File: src/rtl/rmq_pkg.sv
// ----------------------------------------------------------------------------
// rmq_pkg
// Widths, types and sideband structs shared by the matrix-to-quaternion
// pipeline stages.
// ----------------------------------------------------------------------------
package rmq_pkg;

	localparam int WORD_BITS = 16;
	localparam int FRAC_BITS = 14;
	localparam int FX_ONE    = 1 << FRAC_BITS;
	localparam int WORD_MAX  = (1 << (WORD_BITS - 1)) - 1;

	// numerators: sum or difference of two words, plus trace and u widths
	localparam int AN_BITS   = WORD_BITS + 2;
	localparam int MAG_BITS  = WORD_BITS + 1;
	localparam int TR_BITS   = WORD_BITS + 2;
	localparam int UF_BITS   = WORD_BITS + 4;
	localparam int U_BITS    = WORD_BITS + 1;

	// determinant
	localparam int DP_BITS   = 2 * WORD_BITS;
	localparam int DC_BITS   = 2 * WORD_BITS + 1;
	localparam int DT_BITS   = 3 * WORD_BITS + 1;
	localparam int DS_BITS   = 3 * WORD_BITS + 3;

	// square root: radicand u * ONE, two result bits per stage
	localparam int STEPS       = 2;
	localparam int RAD_BITS    = ((U_BITS + FRAC_BITS + 1) / 2) * 2;
	localparam int ROOT_BITS   = RAD_BITS / 2;
	localparam int SQ_REM_BITS = ROOT_BITS + 3;
	localparam int SQ_STAGES   = ROOT_BITS / STEPS;

	// division: (|a| * ONE + s) / (2 s), two quotient bits per stage
	localparam int DEN_BITS    = ROOT_BITS + 1;
	localparam int NUM_BITS    = MAG_BITS + FRAC_BITS;
	localparam int QUO_BITS    = ROOT_BITS;
	localparam int DIV_STAGES  = QUO_BITS / STEPS;

	typedef logic signed [WORD_BITS-1:0] word_t;

	typedef enum logic [1:0] {
		AXIS_X,
		AXIS_Y,
		AXIS_Z
	} axis_t;

	typedef struct packed {
		logic       refl;
		logic       pos;
		axis_t      axis;
		logic [2:0] neg;
	} tag_t;

	typedef struct packed {
		tag_t                           tag;
		logic [2:0][MAG_BITS-1:0]       mag;
		logic [RAD_BITS-1:0]            rad;
		logic [SQ_REM_BITS-1:0]         rem;
		logic [ROOT_BITS-1:0]           root;
	} sq_t;

	typedef struct packed {
		tag_t                           tag;
		logic [ROOT_BITS-1:0]           root;
		logic [2:0][DEN_BITS-1:0]       rem;
		logic [2:0][QUO_BITS-1:0]       low;
		logic [2:0][QUO_BITS-1:0]       quo;
	} div_t;

endpackage

File: src/rtl/rmq_div_stage.sv
// ----------------------------------------------------------------------------
// rmq_div_stage
// One registered stage of three restoring dividers sharing the divisor 2s,
// two quotient bits per lane.
// ----------------------------------------------------------------------------
module rmq_div_stage import rmq_pkg::*; (
	input  logic clk,
	input  logic arst_n,
	input  logic adv,
	input  logic prev_valid,
	input  div_t prev,
	output logic valid,
	output div_t data
);

	logic                 valid_s1;
	div_t                 data_s1;
	div_t                 nxt;
	logic [DEN_BITS-1:0]  den;
	logic [DEN_BITS-1:0]  rem;
	logic [DEN_BITS:0]    sh;
	logic [QUO_BITS-1:0]  low;
	logic [QUO_BITS-1:0]  quo;

	always_comb begin
		nxt = prev;
		den = {prev.root, 1'b0};
		rem = '0;
		sh  = '0;
		low = '0;
		quo = '0;
		for (int l = 0; l < 3; l++) begin
			rem = prev.rem[l];
			low = prev.low[l];
			quo = prev.quo[l];
			for (int k = 0; k < STEPS; k++) begin
				sh  = {rem, low[QUO_BITS-1]};
				low = {low[QUO_BITS-2:0], 1'b0};
				if (sh >= {1'b0, den}) begin
					rem = DEN_BITS'(sh - {1'b0, den});
					quo = {quo[QUO_BITS-2:0], 1'b1};
				end else begin
					rem = sh[DEN_BITS-1:0];
					quo = {quo[QUO_BITS-2:0], 1'b0};
				end
			end
			nxt.rem[l] = rem;
			nxt.low[l] = low;
			nxt.quo[l] = quo;
		end
	end

	always_ff @(posedge clk or negedge arst_n) begin
		if (!arst_n) begin
			valid_s1 <= 1'b0;
		end else if (adv) begin
			valid_s1 <= prev_valid;
		end
	end

	always_ff @(posedge clk) begin
		if (adv) begin
			data_s1 <= nxt;
		end
	end

	assign valid = valid_s1;
	assign data  = data_s1;

endmodule

File: config.mk
export PLATFORM = sky130hd
export DESIGN_NAME = rmq_div_stage
export DESIGN_NICKNAME = d
export VERILOG_FILES = /design/src/rtl/rmq_pkg.sv /design/src/rtl/rmq_div_stage.sv
export SDC_FILE = /design/constraint.sdc
export NUM_CORES = 1
export LEC_CHECK = 0
export ABC_AREA = 1
export BUFFER_PORTS_ARGS = -buffer_cell sky130_fd_sc_hd__clkbuf_2
export CELL_PAD_IN_SITES_DETAIL_PLACEMENT = 0
export CELL_PAD_IN_SITES_GLOBAL_PLACEMENT = 1
export CORE_ASPECT_RATIO = 1.25
export CORE_MARGIN = 3
export CORE_UTILIZATION = 39
export DETAILED_ROUTE_END_ITERATION = 8
export PLACE_DENSITY_LB_ADDON = 0.1
export SLEW_MARGIN = 20
export SYNTH_ARGS = -nofsm -noshare
export SYNTH_HDL_FRONTEND = slang
export SYNTH_SLANG_ARGS = --single-unit
File: constraint.sdc
create_clock -name clk -period 1 [get_ports clk]
set_input_delay 0.2 -clock clk [delete_from_list [all_inputs] [get_ports clk]]
set_output_delay 0.2 -clock clk [all_outputs]
set_load 0.05 [all_outputs]
==> flow_summary.ini <==
[routing]
dr.pass1.iters = 5
drt_iter0_drc = 879
drc_errors = 0
routed_wl_mm = 57.2
routed_via_density = 5.06
wl_per_cell_um = 20.4
ant_nets = 0
vias = 14200

[placement]
io_buffers = 332
dp_hpwl_mm = 38.8
placed_area_mm2 = 0.0179
routabilityCongestion = 0.941
place_ws_ns = -2.94

[worst_hold_path]
hp-start = prev[62]
hold_path_end = data[96]
whs_path_depth = 1
hold_path_class = in2reg

[yosys]
ys.flop_type = edfxtp_1
synth_most_common_cell = nand2_1
synth_top_area_cell = edfxtp_1
synth_common_cells = nand2_1 (463), edfxtp_1 (164), inv_1 (156), nor2_1 (103), ha_1 (96)
synth_area_per_cell_um2 = 8.32
ys_seq_elements = 165
syn_area_mm2 = 0.0118
synth_top_area_share_pct = 41.7
synth_warnings = 0
async_flop_share_pct = 0.606
ys_top_cells_by_area = edfxtp_1 (42%), nand2_1 (15%), ha_1 (10%)
synth_edf_count = 164
synth_cell_type_count = 44
synth_seq_area_share_pct = 41.9
netlist_instances = 1420

[cts]
cts_tree = yes
clock-sinks = 165
cts_buffers = 17
htree_levels = 4
clk_latency_ns = 0.44
clock_path_buffers = 2
path_clk_slew_ns = 0.08
cts_root_buf = clkbuf_16

[worst_setup_path]
crit_path_frequent_cell = nand2_1
regToRegSetupSlack_ns = 0.21
worstSetupPathType = in2reg
path_delay_family = simple AND/OR/NAND/NOR gates
worst_r2r_path_depth = 1
cp_slowest_cell = ha_4
path_buf_inv = 7
end_kind = register
crit_path_max_incr_delay_ns = 0.27
start_kind = primary input
arrival_ns = 3.56
cp.required_ns = 1.20
r2r_start = valid
reg2reg_to = valid
cp_max_fo = 8

[timing]
worst_slack_ns = -2.36
post-route-period-util_pct = 336
fin_crit_ns = 3.36
max_freq_mhz = 297
clock_skew_ns = 0
setup_viol = 219
hold_violations = 0
hold_slack_ns = 0.0105
grt_setup_unrepaired = yes
finalMaxSlewViolations = 0

[pwr]
clockPowerShare_pct = 17.6
p_total_mw = 39.2
p_leak_nw = 10.9
p_sw_share_pct = 42.2
power_frac_comb_pct = 57.7
p_per_area_mw_per_mm2 = 1690
p_sw_mw = 16.5
p_int_mw = 22.7
vdd_drop_max_uv = 1300
pwr-share-seq_pct = 24.8

[layout]
regArea_mm2 = 0.00495
area_delta_synth_final_pct = 96.7
multi_input_area_mm2 = 0.00798
finalNetCount = 2661
utilization_pct = 78.5
fin_area_mm2 = 0.0232
n_fill_cell = 1898
drive_above_1_share_pct = 53.2

[floorplanning]
core.rowCount = 70
die_y_um = 201
io_pins = 345
initial_core_util_pct = 39.9
dieArea_mm2 = 0.0324
die_w_um = 162
core_mm2 = 0.0296

[global_route]
grt_max_degree = 42
grt_util_all_layers_pct = 30.4
grt_pass1_wl_mm = 76.3
grt_overflow = 0
grt_antenna_before_repair = 15
grt_pass1_vias = 13900

[run_status]
status = finished with violations
violations = setup timing

[run]
max_cap_violations = 0
==> placed cells by master, fill, tap and decap left out, types with 16 or more instances in the layout <==
cell	instances
buf_4	459
nand2_1	374
edfxtp_1	164
clkbuf_2	159
buf_6	158
inv_1	135
dlygate4sd3_1	102
nand2_2	90
nor2_1	69
ha_4	69
nand3_1	47
a21oi_1	45
buf_8	43
a21oi_2	37
o21ai_2	34
buf_12	30
xnor2_1	28
xor2_1	28
ha_1	27
nand2_4	26
o21ai_0	23
nor2_4	21
inv_2	20
clkbuf_16	20
nor2_2	19
nand3b_1	18
o21ai_1	16
a21oi_4	16
==> cell families after synthesis <==
group | share of synthesized area, %
AO/OA/AOI/OAI | 9.58
adder cells (fa/ha/maj) | 11.2
AND/OR/NAND/NOR | 25.8
flip-flops | 41.9
other | 0.0317
buffers and inverters | 7.22
multiplexers | 0.0953
XOR/XNOR | 4.22
==> state kept, by name, summed over array words and instances, names as in the netlist <==
register  flops
data        164
valid         1
==> repair_timing <==
action / 4_1_cts / 5_1_grt
hold buffers: 102 / 0
endpoints found under the hold margin: 102 / 0
endpoints found under the setup margin: 219 / 219
buffers inserted: 49 / 26
pin swaps: 54 / 112
gates resized for setup: 283 / 709
cloned: 5 / 3
==> routing by layer <==
layer	GRT usage [%]	wire, µm
met5	0	70
met3	6.01	3910
met4	14.7	3230
met2	54.2	28900
met1	34.7	21100
==> power by group through the flow <==
stage	Combinational [mW]	Clock, mW	Sequential (mW)
after floorplan	6.77	0	12.9
after global placement	17.1	0	9.47
after detailed placement	17.2	0	9.49
after CTS	19.6	6.72	9.40
after global routing	23.9	7.19	9.76
final	22.6	6.88	9.70
==> worst max-delay path by stage <==
stage                          from  slack [ns]  cells past startpoint   endpoint
after global routing      prev[151]       -2.52                     29  data[138]
after CTS                 prev[161]       -2.22                     24  data[101]
after floorplan           prev[148]       -2.33                     25  data[119]
after detailed placement  prev[149]       -2.94                     26  data[122]
after global placement    prev[149]       -2.82                     26  data[122]
final                     prev[150]       -2.36                     28  data[138]
==> per-stage QoR <==
| stage | setup TNS (ns) | cells |
|---|---|---|
| 2_1_floorplan | -118.76 | 1425 |
| 3_3_place_gp | -144.40 | 2578 |
| 3_5_place_dp | -148.74 | 2578 |
| 4_1_cts | -155.89 | 2766 |
| 5_1_grt | -167.11 | 2804 |
| 6_report | -156.17 | 2806 |
==> area by class of cell <==
cell class / count / share of cell area (%)
multi-input combinational: 1070 / 34.3
clock inverter: 15 / 0.754
clock buffer: 17 / 1.83
antenna: 12 / 0.129
sequential: 165 / 21.3
tap: 396 / 2.13
timing repair buffer: 963 / 36.6
inverter: 168 / 2.91
(Power assumes the default switching activity.)
