===== config.mk =====
export PLATFORM = sky130hd
export DESIGN_NAME = rmq_sqrt_stage
export DESIGN_NICKNAME = d
export VERILOG_FILES = /design/src/rtl/rmq_pkg.sv /design/src/rtl/rmq_sqrt_stage.sv
export SDC_FILE = /design/constraint.sdc
export NUM_CORES = 1
export LEC_CHECK = 0
export ABC_AREA = 1
export BUFFER_PORTS_ARGS = -buffer_cell sky130_fd_sc_hd__buf_2
export CORE_MARGIN = 2
export CORE_UTILIZATION = 52
export DETAILED_ROUTE_END_ITERATION = 6
export PLACE_DENSITY_LB_ADDON = 0.25
export SKIP_CTS_REPAIR_TIMING = 1
export SYNTH_ARGS = -nofsm -noshare
export SYNTH_HDL_FRONTEND = slang
export SYNTH_SLANG_ARGS = --single-unit

===== constraint.sdc =====
create_clock -name clk -period 1.5 [get_ports clk]
set_clock_uncertainty 0.05 [all_clocks]
set_input_delay 0.075 -clock clk [delete_from_list [all_inputs] [get_ports clk]]
set_output_delay 0.075 -clock clk [all_outputs]
set_load 0.02 [all_outputs]

===== src/rtl/rmq_pkg.sv =====
// ----------------------------------------------------------------------------
// rmq_pkg
// Widths, types and sideband structs shared by the matrix-to-quaternion
// pipeline stages.
// ----------------------------------------------------------------------------
package rmq_pkg;

	localparam int WORD_BITS = 16;
	localparam int FRAC_BITS = 14;
	localparam int FX_ONE    = 1 << FRAC_BITS;
	localparam int WORD_MAX  = (1 << (WORD_BITS - 1)) - 1;

	// numerators: sum or difference of two words, plus trace and u widths
	localparam int AN_BITS   = WORD_BITS + 2;
	localparam int MAG_BITS  = WORD_BITS + 1;
	localparam int TR_BITS   = WORD_BITS + 2;
	localparam int UF_BITS   = WORD_BITS + 4;
	localparam int U_BITS    = WORD_BITS + 1;

	// determinant
	localparam int DP_BITS   = 2 * WORD_BITS;
	localparam int DC_BITS   = 2 * WORD_BITS + 1;
	localparam int DT_BITS   = 3 * WORD_BITS + 1;
	localparam int DS_BITS   = 3 * WORD_BITS + 3;

	// square root: radicand u * ONE, two result bits per stage
	localparam int STEPS       = 2;
	localparam int RAD_BITS    = ((U_BITS + FRAC_BITS + 1) / 2) * 2;
	localparam int ROOT_BITS   = RAD_BITS / 2;
	localparam int SQ_REM_BITS = ROOT_BITS + 3;
	localparam int SQ_STAGES   = ROOT_BITS / STEPS;

	// division: (|a| * ONE + s) / (2 s), two quotient bits per stage
	localparam int DEN_BITS    = ROOT_BITS + 1;
	localparam int NUM_BITS    = MAG_BITS + FRAC_BITS;
	localparam int QUO_BITS    = ROOT_BITS;
	localparam int DIV_STAGES  = QUO_BITS / STEPS;

	typedef logic signed [WORD_BITS-1:0] word_t;

	typedef enum logic [1:0] {
		AXIS_X,
		AXIS_Y,
		AXIS_Z
	} axis_t;

	typedef struct packed {
		logic       refl;
		logic       pos;
		axis_t      axis;
		logic [2:0] neg;
	} tag_t;

	typedef struct packed {
		tag_t                           tag;
		logic [2:0][MAG_BITS-1:0]       mag;
		logic [RAD_BITS-1:0]            rad;
		logic [SQ_REM_BITS-1:0]         rem;
		logic [ROOT_BITS-1:0]           root;
	} sq_t;

	typedef struct packed {
		tag_t                           tag;
		logic [ROOT_BITS-1:0]           root;
		logic [2:0][DEN_BITS-1:0]       rem;
		logic [2:0][QUO_BITS-1:0]       low;
		logic [2:0][QUO_BITS-1:0]       quo;
	} div_t;

endpackage


===== src/rtl/rmq_sqrt_stage.sv =====
// ----------------------------------------------------------------------------
// rmq_sqrt_stage
// One registered stage of the digit-by-digit square root, two root bits.
// ----------------------------------------------------------------------------
module rmq_sqrt_stage import rmq_pkg::*; (
	input  logic clk,
	input  logic arst_n,
	input  logic adv,
	input  logic prev_valid,
	input  sq_t  prev,
	output logic valid,
	output sq_t  data
);

	logic                   valid_s1;
	sq_t                    data_s1;
	sq_t                    nxt;
	logic [SQ_REM_BITS-1:0] rem;
	logic [SQ_REM_BITS-1:0] sh;
	logic [SQ_REM_BITS-1:0] trial;
	logic [ROOT_BITS-1:0]   root;
	logic [RAD_BITS-1:0]    rad;

	always_comb begin
		nxt  = prev;
		rem  = prev.rem;
		root = prev.root;
		rad  = prev.rad;
		sh   = '0;
		trial = '0;
		for (int k = 0; k < STEPS; k++) begin
			// bring down the next radicand pair
			sh    = {rem[SQ_REM_BITS-3:0], rad[RAD_BITS-1 -: 2]};
			rad   = {rad[RAD_BITS-3:0], 2'b00};
			trial = SQ_REM_BITS'({root, 2'b01});
			if (sh >= trial) begin
				rem  = sh - trial;
				root = {root[ROOT_BITS-2:0], 1'b1};
			end else begin
				rem  = sh;
				root = {root[ROOT_BITS-2:0], 1'b0};
			end
		end
		nxt.rem  = rem;
		nxt.root = root;
		nxt.rad  = rad;
	end

	always_ff @(posedge clk or negedge arst_n) begin
		if (!arst_n) begin
			valid_s1 <= 1'b0;
		end else if (adv) begin
			valid_s1 <= prev_valid;
		end
	end

	always_ff @(posedge clk) begin
		if (adv) begin
			data_s1 <= nxt;
		end
	end

	assign valid = valid_s1;
	assign data  = data_s1;

endmodule


==> impl_metrics.json, run 1 <==
{
  "post-place-ws_ns": -1.97,
  "worst_endpoint": "data[29]$_DFFE_PP_/D",
  "numCtsBuffers": 17,
  "synth.ff_latch_count": 122,
  "worst_path_end_type": "sequential cell input",
  "cts_max_level": 4,
  "ys_types": 39,
  "place_area_um2": 8730,
  "netlist_area_um2": 6070,
  "yosys_warnings": 0,
  "error": "[ERROR DPL-0038] Utilization greater than 100%, impossible to legalize",
  "synth_edf_count": 121,
  "synth_top_area_share_pct": 59.9,
  "yosysTopAreaCell": "edfxtp_1",
  "place_congestion": 0.995,
  "outcome": "did not finish",
  "dpl.hpwl_um": 14900,
  "grt_max_degree": 55,
  "row_count": 39,
  "seq_area_frac_synth_pct": 60.3,
  "die_w_um": 112,
  "port_buffers": 248,
  "synth.avg_cell_area_um2": 10.9,
  "io_pins": 255,
  "start_util_pct": 53.2,
  "synth_ff_type": "edfxtp_1",
  "cts_root_buf": "clkbuf_16",
  "async_reset_ff_share_pct": 0.820,
  "stop_stage": "global routing (5_1_grt)",
  "synthTopCellsByArea": "edfxtp_1, nand2_1, ha_1, inv_1, a21oi_1",
  "cts_sinks": 122,
  "cts_buffer_depth": 2,
  "postSynthCellCount": 556,
  "fp.dieH_um": 112
}
[logic make-up after synthesis]
kind of cell | after synthesis | synth area share (%)
AND/OR/NAND/NOR | 216 | 15.4
flip-flops | 122 | 60.3
AO/OA/AOI/OAI | 83 | 8.18
buffers and inverters | 74 | 5.21
adder cells (fa/ha/maj) | 36 | 7.42
XOR/XNOR | 23 | 3.32
other | 1 | 0.0618
multiplexers | 1 | 0.185
[per-stage QoR]
stage                     setup TNS [ns]  std cells  hold WS [ns]
after floorplan                   -29.07        559        -0.271
after global placement            -37.08       1068        -0.200
after detailed placement          -38.77       1068        -0.194
after CTS                         -30.65       1100        -0.645
[Yosys cell counts, types with 6 or more instances]
library cell / n
o21ai_0: 24
xor2_1: 12
a21oi_1: 30
o21ai_2: 8
ha_1: 36
nand2_1: 138
a31oi_1: 6
xnor2_1: 11
nand3_1: 25
inv_1: 59
edfxtp_1: 121
nor2_1: 25
==> run 2, diff against run 1 <==
--- a/config.mk
+++ b/config.mk
@@ -8,9 +8,9 @@
 export ABC_AREA = 1
 export BUFFER_PORTS_ARGS = -buffer_cell sky130_fd_sc_hd__buf_2
 export CORE_MARGIN = 2
-export CORE_UTILIZATION = 52
+export CORE_UTILIZATION = 40
 export DETAILED_ROUTE_END_ITERATION = 6
-export PLACE_DENSITY_LB_ADDON = 0.25
+export PLACE_DENSITY_LB_ADDON = 0.15
 export SKIP_CTS_REPAIR_TIMING = 1
 export SYNTH_ARGS = -nofsm -noshare
 export SYNTH_HDL_FRONTEND = slang
==> run 2 against run 1 <==
Effect of this change:
- the flow now finishes, with violations (setup timing)
- synthesized area stayed put
- synthesized cell count unchanged
==> impl_metrics.json, run 2 <==
{
  "syn_to_final_growth_pct": 82.7,
  "synth_most_common_cell": "nand2_1",
  "post-place-ws_ns": -2.10,
  "post-route-drc-count": 0,
  "dr.pass1.iters": 4,
  "final_cell_mix": "buf_2, buf_4, edfxtp_1",
  "cts_buffer_depth": 2,
  "worstSetupPathType": "in -> reg",
  "leakage_nw": 5.09,
  "core-area_um2": 15000,
  "grt_max_degree": 42,
  "startpoint_type": "input port",
  "synth_top_area_share_pct": 59.9,
  "setup_ws_ns": -1.48,
  "grt_setup_unrepaired": "true",
  "endpoint": "data[16]",
  "yosysTopAreaCell": "edfxtp_1",
  "synth_ff_type": "edfxtp_1",
  "start_util_pct": 40.4,
  "dpl.hpwl_um": 14700,
  "violations": "setup timing",
  "fp.dieH_um": 127,
  "layout_commonest_cell": "buf_2",
  "viasPerCell": 4.72,
  "outcome": "complete, but fails checks",
  "grt_pass1_vias": 5350,
  "grt_usage_pct": 21.9,
  "antenna_found_initial": 0,
  "numCtsBuffers": 17,
  "cts_tree": "done",
  "yosys_warnings": 0,
  "drive_above_1_share_pct": 53.6,
  "overflow": 0,
  "cp.arrival_ns": 3.09,
  "regToRegSetupSlack_ns": 0.71,
  "wl_um": 21100,
  "postSynthCellCount": 556,
  "total_power_w": 0.0131,
  "cp.required_ns": 1.61,
  "wl_per_cell_um": 16.6,
  "grt_first_pass_wirelength_um": 27200,
  "synthTopCellsByArea": "edfxtp_1, nand2_1, ha_1, inv_1, a21oi_1",
  "synth_xor_area_share_pct": 3.32,
  "r2r_cells": 1,
  "hp-class": "in -> reg",
  "layout.nets": 1236,
  "yosys.area_share.simple_pct": 15.4,
  "synthTopCellsByCount": "nand2_1, edfxtp_1, inv_1, ha_1, a21oi_1",
  "cp_max_fo": 7,
  "io_pins": 255,
  "antenna_left": 0,
  "cts_root_buf": "clkbuf_16",
  "place_congestion": 0.931,
  "clk_pin_slew_ns": 0.06,
  "drt_iter0_markers": 266,
  "p_per_area_nw_per_um2": 1180,
  "stdcell_count": 1272,
  "final-setup-viol-count": 20,
  "cap_violations": 0,
  "fin_setup_tns_ns": -28.50,
  "vias": 6006,
  "clk_latency_ns": 0.41,
  "fin_area_um2": 11100,
  "seq_area_frac_synth_pct": 60.3,
  "synth_compound_area_share_pct": 8.18,
  "ir_worst_vdd_mv": 0.821,
  "startpoint": "prev[19]",
  "reg2reg_to": "valid",
  "place_area_um2": 8800,
  "synth.ff_latch_count": 122,
  "row_count": 45,
  "die_w_um": 127,
  "place_inst": 1114,
  "ys_types": 39,
  "synth.avg_cell_area_um2": 10.9,
  "die_area_um2": 16200,
  "timing.final.crit_share_pct": 199,
  "min_period_ns": 2.98,
  "synth_edf_count": 121,
  "port_buffers": 248,
  "cts_max_level": 4,
  "largest_reg_flops": 121,
  "slew_violations": 0,
  "async_reset_ff_share_pct": 0.820,
  "diodes": 0,
  "cts_sinks": 122,
  "hold_viol": 0,
  "reg2reg_from": "valid",
  "hold_depth": 1,
  "synth_mux_area_share_pct": 0.185,
  "synth_top_family_by_area": "simple AND/OR/NAND/NOR gates",
  "max_freq_ghz": 0.335,
  "end_kind": "flop",
  "synthAdderAreaFrac_pct": 7.42,
  "netlist_area_um2": 6070
}
run 2: power breakdown:
group	total, W	switching, W	internal [W]
Combinational	0.00465	0.00253	0.00213
Sequential	0.00435	0.000116	0.00424
Clock	0.00410	0.00162	0.00248
run 2: how the worst min path moves through the flow:
stage	slack, ns	end	start
final	0.03	data[71]	adv
after global routing	0.03	data[71]	adv
after CTS	-0.64	valid	arst_n
after detailed placement	-0.20	valid	arst_n
after global placement	-0.20	valid	arst_n
after floorplan	-0.27	valid	arst_n
run 2: kinds of logic after synthesis:
kind of cell               after synthesis
DFF                                    122
adders and majority gates               36
AOI/OAI and AO/OA                       83
buffers and inverters                   74
xor gates and xnor gates                23
other                                    1
and+or+nand+nor                        216
muxes                                    1
run 2: metrics by stage:
step           hold slack (ns)  util (%)
2_1_floorplan           -0.271         -
3_3_place_gp            -0.200      58.5
3_5_place_dp            -0.199      58.5
4_1_cts                 -0.640      62.4
5_1_grt                 0.0334      73.8
6_report                0.0332      73.8
run 2: worst max-delay path, stage by stage:
cell and delay, ns:
buf_2 0.13, ha_4 0.30, nand2_1 0.10, nor2_4 0.14, nand2_2 0.10, nand2_4 0.10, nand2_4 0.06, nand3_4 0.09
a31oi_4 0.11, xor2_2 0.19, a21oi_2 0.25, ha_4 0.26, a21oi_4 0.17, nor2_2 0.06, a311oi_2 0.29, o21ai_2 0.11
nor2_4 0.11, nand2_4 0.11, buf_6 0.15, xor2_2 0.16
run 2: final cells by class:
| class | count | area, um^2 |
|---|---|---|
| fillers | 1043 | 3940 |
| clock buffers | 17 | 425 |
| multi-input cells | 363 | 2790 |
| repair buffers | 503 | 3540 |
| clock inverters | 15 | 164 |
| well taps | 188 | 235 |
| inverters | 64 | 278 |
| flip-flops and latches | 122 | 3660 |
run 2: routing by layer:
| metal | up-vias | part of all wire [%] | routed length [um] | global-route usage, % |
|---|---|---|---|---|
| met4 | 0 | 1.8 | 384 | 6.14 |
| met5 | - | 0 | 0 | 0 |
| met1 | 2836 | 39 | 8160 | 25.7 |
| li1 | 2958 | - | - | - |
| met3 | 30 | 4.6 | 967 | 3.89 |
| met2 | 182 | 55 | 11600 | 41.1 |
Power figures use the tool's default switching activity.
==> run 3, diff against run 2 <==
--- a/config.mk
+++ b/config.mk
@@ -10,7 +10,9 @@
 export CORE_MARGIN = 2
 export CORE_UTILIZATION = 40
 export DETAILED_ROUTE_END_ITERATION = 6
+export GPL_TIMING_DRIVEN = 1
 export PLACE_DENSITY_LB_ADDON = 0.15
+export SETUP_SLACK_MARGIN = 0.4
 export SKIP_CTS_REPAIR_TIMING = 1
 export SYNTH_ARGS = -nofsm -noshare
 export SYNTH_HDL_FRONTEND = slang
==> run 3 against run 2 <==
Effect of this change:
- the run still ends with setup timing left
- fmax up 3.4%
- combinational power up 8.6%
- non-clock buffer count up 5
- critical path type unchanged
- largest power group unchanged
- global-route usage rose by 0.12 points
- register-to-register slack worse by 0.10 ns
- core utilization increased by 2.7 points
- via count grew 3.5%
- sequential share of layout area down 1.2 points
==> impl_metrics.json, run 3 (synthesized netlist as in run 2, its figures left out) <==
{
  "syn_to_final_growth_pct": 89.4,
  "overflow": 0,
  "timing.final.crit_share_pct": 192,
  "critPathMaxStageDelay_ns": 0.33,
  "clk_latency_ns": 0.41,
  "max_freq_ghz": 0.347,
  "fin_area_um2": 11500,
  "start_util_pct": 40.4,
  "dr.pass1.iters": 5,
  "p_per_area_nw_per_um2": 1150,
  "place_area_um2": 8860,
  "grt_pass1_vias": 5518,
  "cts_tree": "done",
  "reg2reg_from": "valid",
  "setup_ws_ns": -1.38,
  "port_buffers": 248,
  "cp_cell_sequence": "buf_8 > clkinvlp_4 > ha_4 > nand2_4 > nor2_4 > nand3_2 > nor2_4 > nor2_4 > nand2_8 > buf_8 > nand2_4 > o21ai_4 > inv_2 > ha_4 > a21oi_4 > o21ai_2 > a311oi_2 > o21ai_2 > nor2_4 > nand2_8 > buf_12 > xor2_1",
  "io_pins": 255,
  "holdCritStartpoint": "prev[63]",
  "row_count": 45,
  "place_congestion": 0.926,
  "dpl.hpwl_um": 14700,
  "layout_commonest_cell": "buf_2",
  "end_kind": "flop",
  "cts_max_level": 4,
  "outcome": "complete, but fails checks",
  "n_fill_cell": 984,
  "hold_depth": 3,
  "cts_sinks": 122,
  "wl_um": 22400,
  "final_cell_mix": "buf_2, buf_4, edfxtp_1",
  "leakage_nw": 5.21,
  "grt_max_degree": 44,
  "cpLargestDelayFamily": "simple AND/OR/NAND/NOR gates",
  "die_area_um2": 16200,
  "wl_per_cell_um": 17.5,
  "largest_reg_flops": 121,
  "drt_iter0_markers": 397,
  "startpoint_type": "input port",
  "antenna_left": 0,
  "hold_viol": 0,
  "grt_setup_unrepaired": "true",
  "cap_violations": 0,
  "r2r_cells": 1,
  "clk_pin_slew_ns": 0.05,
  "worstSetupPathType": "in -> reg",
  "slew_violations": 0,
  "crit_slowest_cell": "ha_4",
  "die_w_um": 127,
  "core-area_um2": 15000,
  "grt_usage_pct": 22.0,
  "crit_path_frequent_cell": "nor2_4",
  "violations": "setup timing",
  "hp-class": "in -> reg",
  "place_inst": 1119,
  "cp.required_ns": 1.61,
  "cts_buffer_depth": 2,
  "numCtsBuffers": 17,
  "antenna_found_initial": 0,
  "stdcell_count": 1279,
  "cts_root_buf": "clkbuf_16",
  "path_buf_inv": 5,
  "regToRegSetupSlack_ns": 0.61,
  "post-route-drc-count": 0,
  "reg2reg_to": "valid",
  "cp_max_fo": 7,
  "cp.arrival_ns": 2.99,
  "viasPerCell": 4.86,
  "hold_path_end": "data[16]",
  "drive_above_1_share_pct": 54.4,
  "min_period_ns": 2.88,
  "final-setup-viol-count": 20,
  "grt_first_pass_wirelength_um": 27600,
  "fp.dieH_um": 127,
  "vias": 6218,
  "ir_worst_vdd_mv": 0.854,
  "layout.nets": 1242
}
==> run 3: layout make-up <==
| type | count | area [um^2] | share of cell area [%] |
|---|---|---|---|
| timing repair inverter | 1 | 8.76 | 0.0762 |
| multi-input combinational | 363 | 2850 | 24.8 |
| tap | 188 | 235 | 2.05 |
| sequential | 122 | 3660 | 31.8 |
| clock buffer | 18 | 429 | 3.73 |
| antenna | 1 | 2.50 | 0.0218 |
| inverter | 64 | 285 | 2.48 |
| timing repair buffer | 508 | 3910 | 34.0 |
| clock inverter | 14 | 124 | 1.08 |
==> run 3: stage by stage <==
stage	hold slack (ns)	total power [W]	setup WS, ns	util, %	TNS, ns
detailed placement	-0.200	0.00844	-2.04	58.9	-40.01
CTS	-0.639	0.0123	-1.61	62.6	-31.10
global route	0.0948	0.0139	-1.50	76.5	-29.26
global placement	-0.200	0.00839	-1.98	58.9	-38.96
floorplan	-0.271	0.00666	-1.49	-	-29.04
finish	0.0933	0.0133	-1.38	76.5	-26.63
==> run 3: worst max path at each step <==
| stage | startpoint | cells past startpoint | slack (ns) | to |
|---|---|---|---|---|
| after floorplan | prev[7] | 24 | -1.49 | data[17] |
| after global placement | prev[15] | 22 | -1.98 | data[22] |
| after detailed placement | prev[15] | 22 | -2.04 | data[17] |
| after CTS | prev[15] | 22 | -1.61 | data[17] |
| after global routing | prev[12] | 21 | -1.50 | data[16] |
| final | prev[12] | 22 | -1.38 | data[16] |
==> run 3: report_power, final <==
group | leakage, nW | switching, W | internal [W]
combinational | 3.75 | 0.00262 | 0.00243
clock | 0.263 | 0.00154 | 0.00228
sequential | 1.20 | 0.000159 | 0.00424
==> run 3: routing by layer <==
metal	global-route usage, %	vias to the layer above	routed length [um]
met3	4.40	50	1150
met5	0	-	0
met1	26.2	2944	8620
met4	8.21	0	667
met2	39.5	252	11900
li1	-	2972	-
==> run 3: worst min-delay path, cell delays in order <==
cell and delay (ns):
buf_2 0.11, buf_4 0.13, xor2_1 0.06
==> run 4, diff against run 3 <==
--- a/config.mk
+++ b/config.mk
@@ -12,6 +12,7 @@
 export DETAILED_ROUTE_END_ITERATION = 6
 export GPL_TIMING_DRIVEN = 1
 export PLACE_DENSITY_LB_ADDON = 0.15
+export RECOVER_POWER = 25
 export SETUP_SLACK_MARGIN = 0.4
 export SKIP_CTS_REPAIR_TIMING = 1
 export SYNTH_ARGS = -nofsm -noshare
==> run 4 against run 3 <==
Effect of this change:
- the flow still finishes with violations (setup timing)
- power is essentially flat
- sequential cell count is the same
- clock-buffer cell count is the same
- final cell count is the same
- fmax is essentially flat
- combinational power is essentially flat
==> impl_metrics.json, run 4 (synthesized netlist as in run 2, its figures left out) <==
{
  "outcome": "complete, but fails checks",
  "violations": "setup timing",
  "reg2reg_from": "valid",
  "grt_max_degree": 44,
  "final_util_pct": 76.3,
  "power.share.clock_pct": 28.9,
  "cts_buffer_depth": 2,
  "switching_share_pct": 32.6,
  "layout.nets": 1242,
  "layout_commonest_cell": "buf_2",
  "startpoint_type": "input port",
  "start_util_pct": 40.4,
  "io_pins": 255,
  "crit_slowest_cell": "ha_4",
  "critPathMaxStageDelay_ns": 0.33,
  "place_area_um2": 8860,
  "power.internal_w": 0.00894,
  "viasPerCell": 4.87,
  "holdCritStartpoint": "prev[63]",
  "port_buffers": 248,
  "post-route-drc-count": 0,
  "cts_sinks": 122,
  "multi_input_area_um2": 2850,
  "wl_um": 22300,
  "fin_setup_tns_ns": -26.64,
  "cts_tree": "done",
  "final_cell_mix": "buf_2, buf_4, edfxtp_1",
  "syn_to_final_growth_pct": 88.8,
  "drt_iter0_markers": 347,
  "grt_setup_unrepaired": "true",
  "cp.required_ns": 1.61,
  "startpoint": "prev[12]",
  "antenna_left": 0,
  "largest_reg_flops": 121,
  "vias": 6226,
  "overflow": 0,
  "slew_violations": 0,
  "post-place-ws_ns": -2.04,
  "die_w_um": 127,
  "cap_violations": 0,
  "dr.pass1.iters": 5,
  "cts_root_buf": "clkbuf_16",
  "netSwitchingPower_w": 0.00432,
  "grt_first_pass_wirelength_um": 27600,
  "min_period_ns": 2.88,
  "p_per_area_nw_per_um2": 1160,
  "clk_pin_slew_ns": 0.05,
  "ir_worst_vdd_mv": 0.853,
  "drive_above_1_share_pct": 54.2,
  "worstSetupPathType": "in -> reg",
  "crit_path_frequent_cell": "nor2_4",
  "clk_latency_ns": 0.41,
  "cp.arrival_ns": 2.99,
  "hold_viol": 0,
  "core-area_um2": 15000,
  "cp_max_fo": 7,
  "leakage_nw": 5.19,
  "cts_max_level": 4,
  "end_kind": "flop",
  "hp-class": "in -> reg",
  "seqPwrFrac_pct": 33.2,
  "numCtsBuffers": 17,
  "grt_pass1_vias": 5518,
  "cp_cell_sequence": "buf_8 > clkinvlp_4 > ha_4 > nand2_4 > nor2_4 > nand3_2 > nor2_4 > nor2_4 > nand2_8 > buf_8 > nand2_4 > o21ai_4 > inv_2 > ha_4 > a21oi_4 > o21ai_2 > a311oi_2 > o21ai_2 > nor2_4 > nand2_8 > buf_12 > xor2_1",
  "row_count": 45,
  "fin_area_um2": 11500,
  "regToRegSetupSlack_ns": 0.62,
  "timing.final.crit_share_pct": 192,
  "grt_usage_pct": 22.0,
  "path_buf_inv": 5,
  "cpLargestDelayFamily": "simple AND/OR/NAND/NOR gates",
  "place_congestion": 0.926,
  "tightest_slew_ns": 1.01,
  "n_fill_cell": 990,
  "dpl.hpwl_um": 14700,
  "max_freq_ghz": 0.347,
  "slew_headroom_pct": 32.4,
  "antenna_found_initial": 0,
  "ff_latch_area_um2": 3660,
  "die_area_um2": 16200,
  "wl_per_cell_um": 17.5,
  "setup_ws_ns": -1.38,
  "power_frac_comb_pct": 38.0,
  "total_power_w": 0.0133,
  "final-setup-viol-count": 20,
  "fp.dieH_um": 127
}
==> run 4: cell types whose count changed in the layout (fill, tap and decap cells not counted) <==
cell      previous run  this run
buf_4              147       145
clkbuf_1             1         3
buf_12               4         2
clkbuf_2             0         2
==> run 4: power by group through the flow <==
stage                     clock [W]  sequential [W]  combinational (W)
after detailed placement          0         0.00441            0.00403
after CTS                   0.00389         0.00434            0.00404
after global routing        0.00404         0.00443            0.00541
after global placement            0         0.00440            0.00400
final                       0.00383         0.00440            0.00504
after floorplan                   0         0.00492            0.00175
==> run 4: cell type report <==
| type | count | share of cell area [%] |
|---|---|---|
| Clock buffer | 18 | 3.74 |
| Timing Repair inverter | 1 | 0.0764 |
| Multi-Input combinational cell | 363 | 24.8 |
| Timing Repair Buffer | 508 | 33.8 |
| Clock inverter | 14 | 1.08 |
| Tap cell | 188 | 2.05 |
| Inverter | 64 | 2.49 |
| Antenna cell | 1 | 0.0218 |
| Sequential cell | 122 | 31.9 |
==> run 4: routing by layer <==
layer  wire length (um)  vias to the layer above  GRT usage, %
met5                  0                        -             0
met4                710                        0          8.21
met2              11900                      257          39.5
met1               8590                     2939          26.2
li1                   -                     2975             -
met3               1160                       55          4.40
==> run 4: worst paths after layout <==
path | end | cells after the start
max | data[16] | 22
min reg2reg | valid | 1
min | data[16] | 3
max in group asynchronous | valid | 3
min in group asynchronous | valid | 3
max reg2reg | valid | 1
==> run 4: metrics by stage <==
stage / hold WS (ns) / instances
CTS: -0.639 / 1151
detailed placement: -0.200 / 1119
global placement: -0.200 / 1119
finish: 0.0927 / 1279
floorplan: -0.271 / 559
global route: 0.0948 / 1278
==> run 4: tightest hold or removal path: cells and delay by family <==
| kind | cells | cell delay, ns |
|---|---|---|
| xor+xnor | 1 | 0.06 |
| buf+inv | 2 | 0.24 |
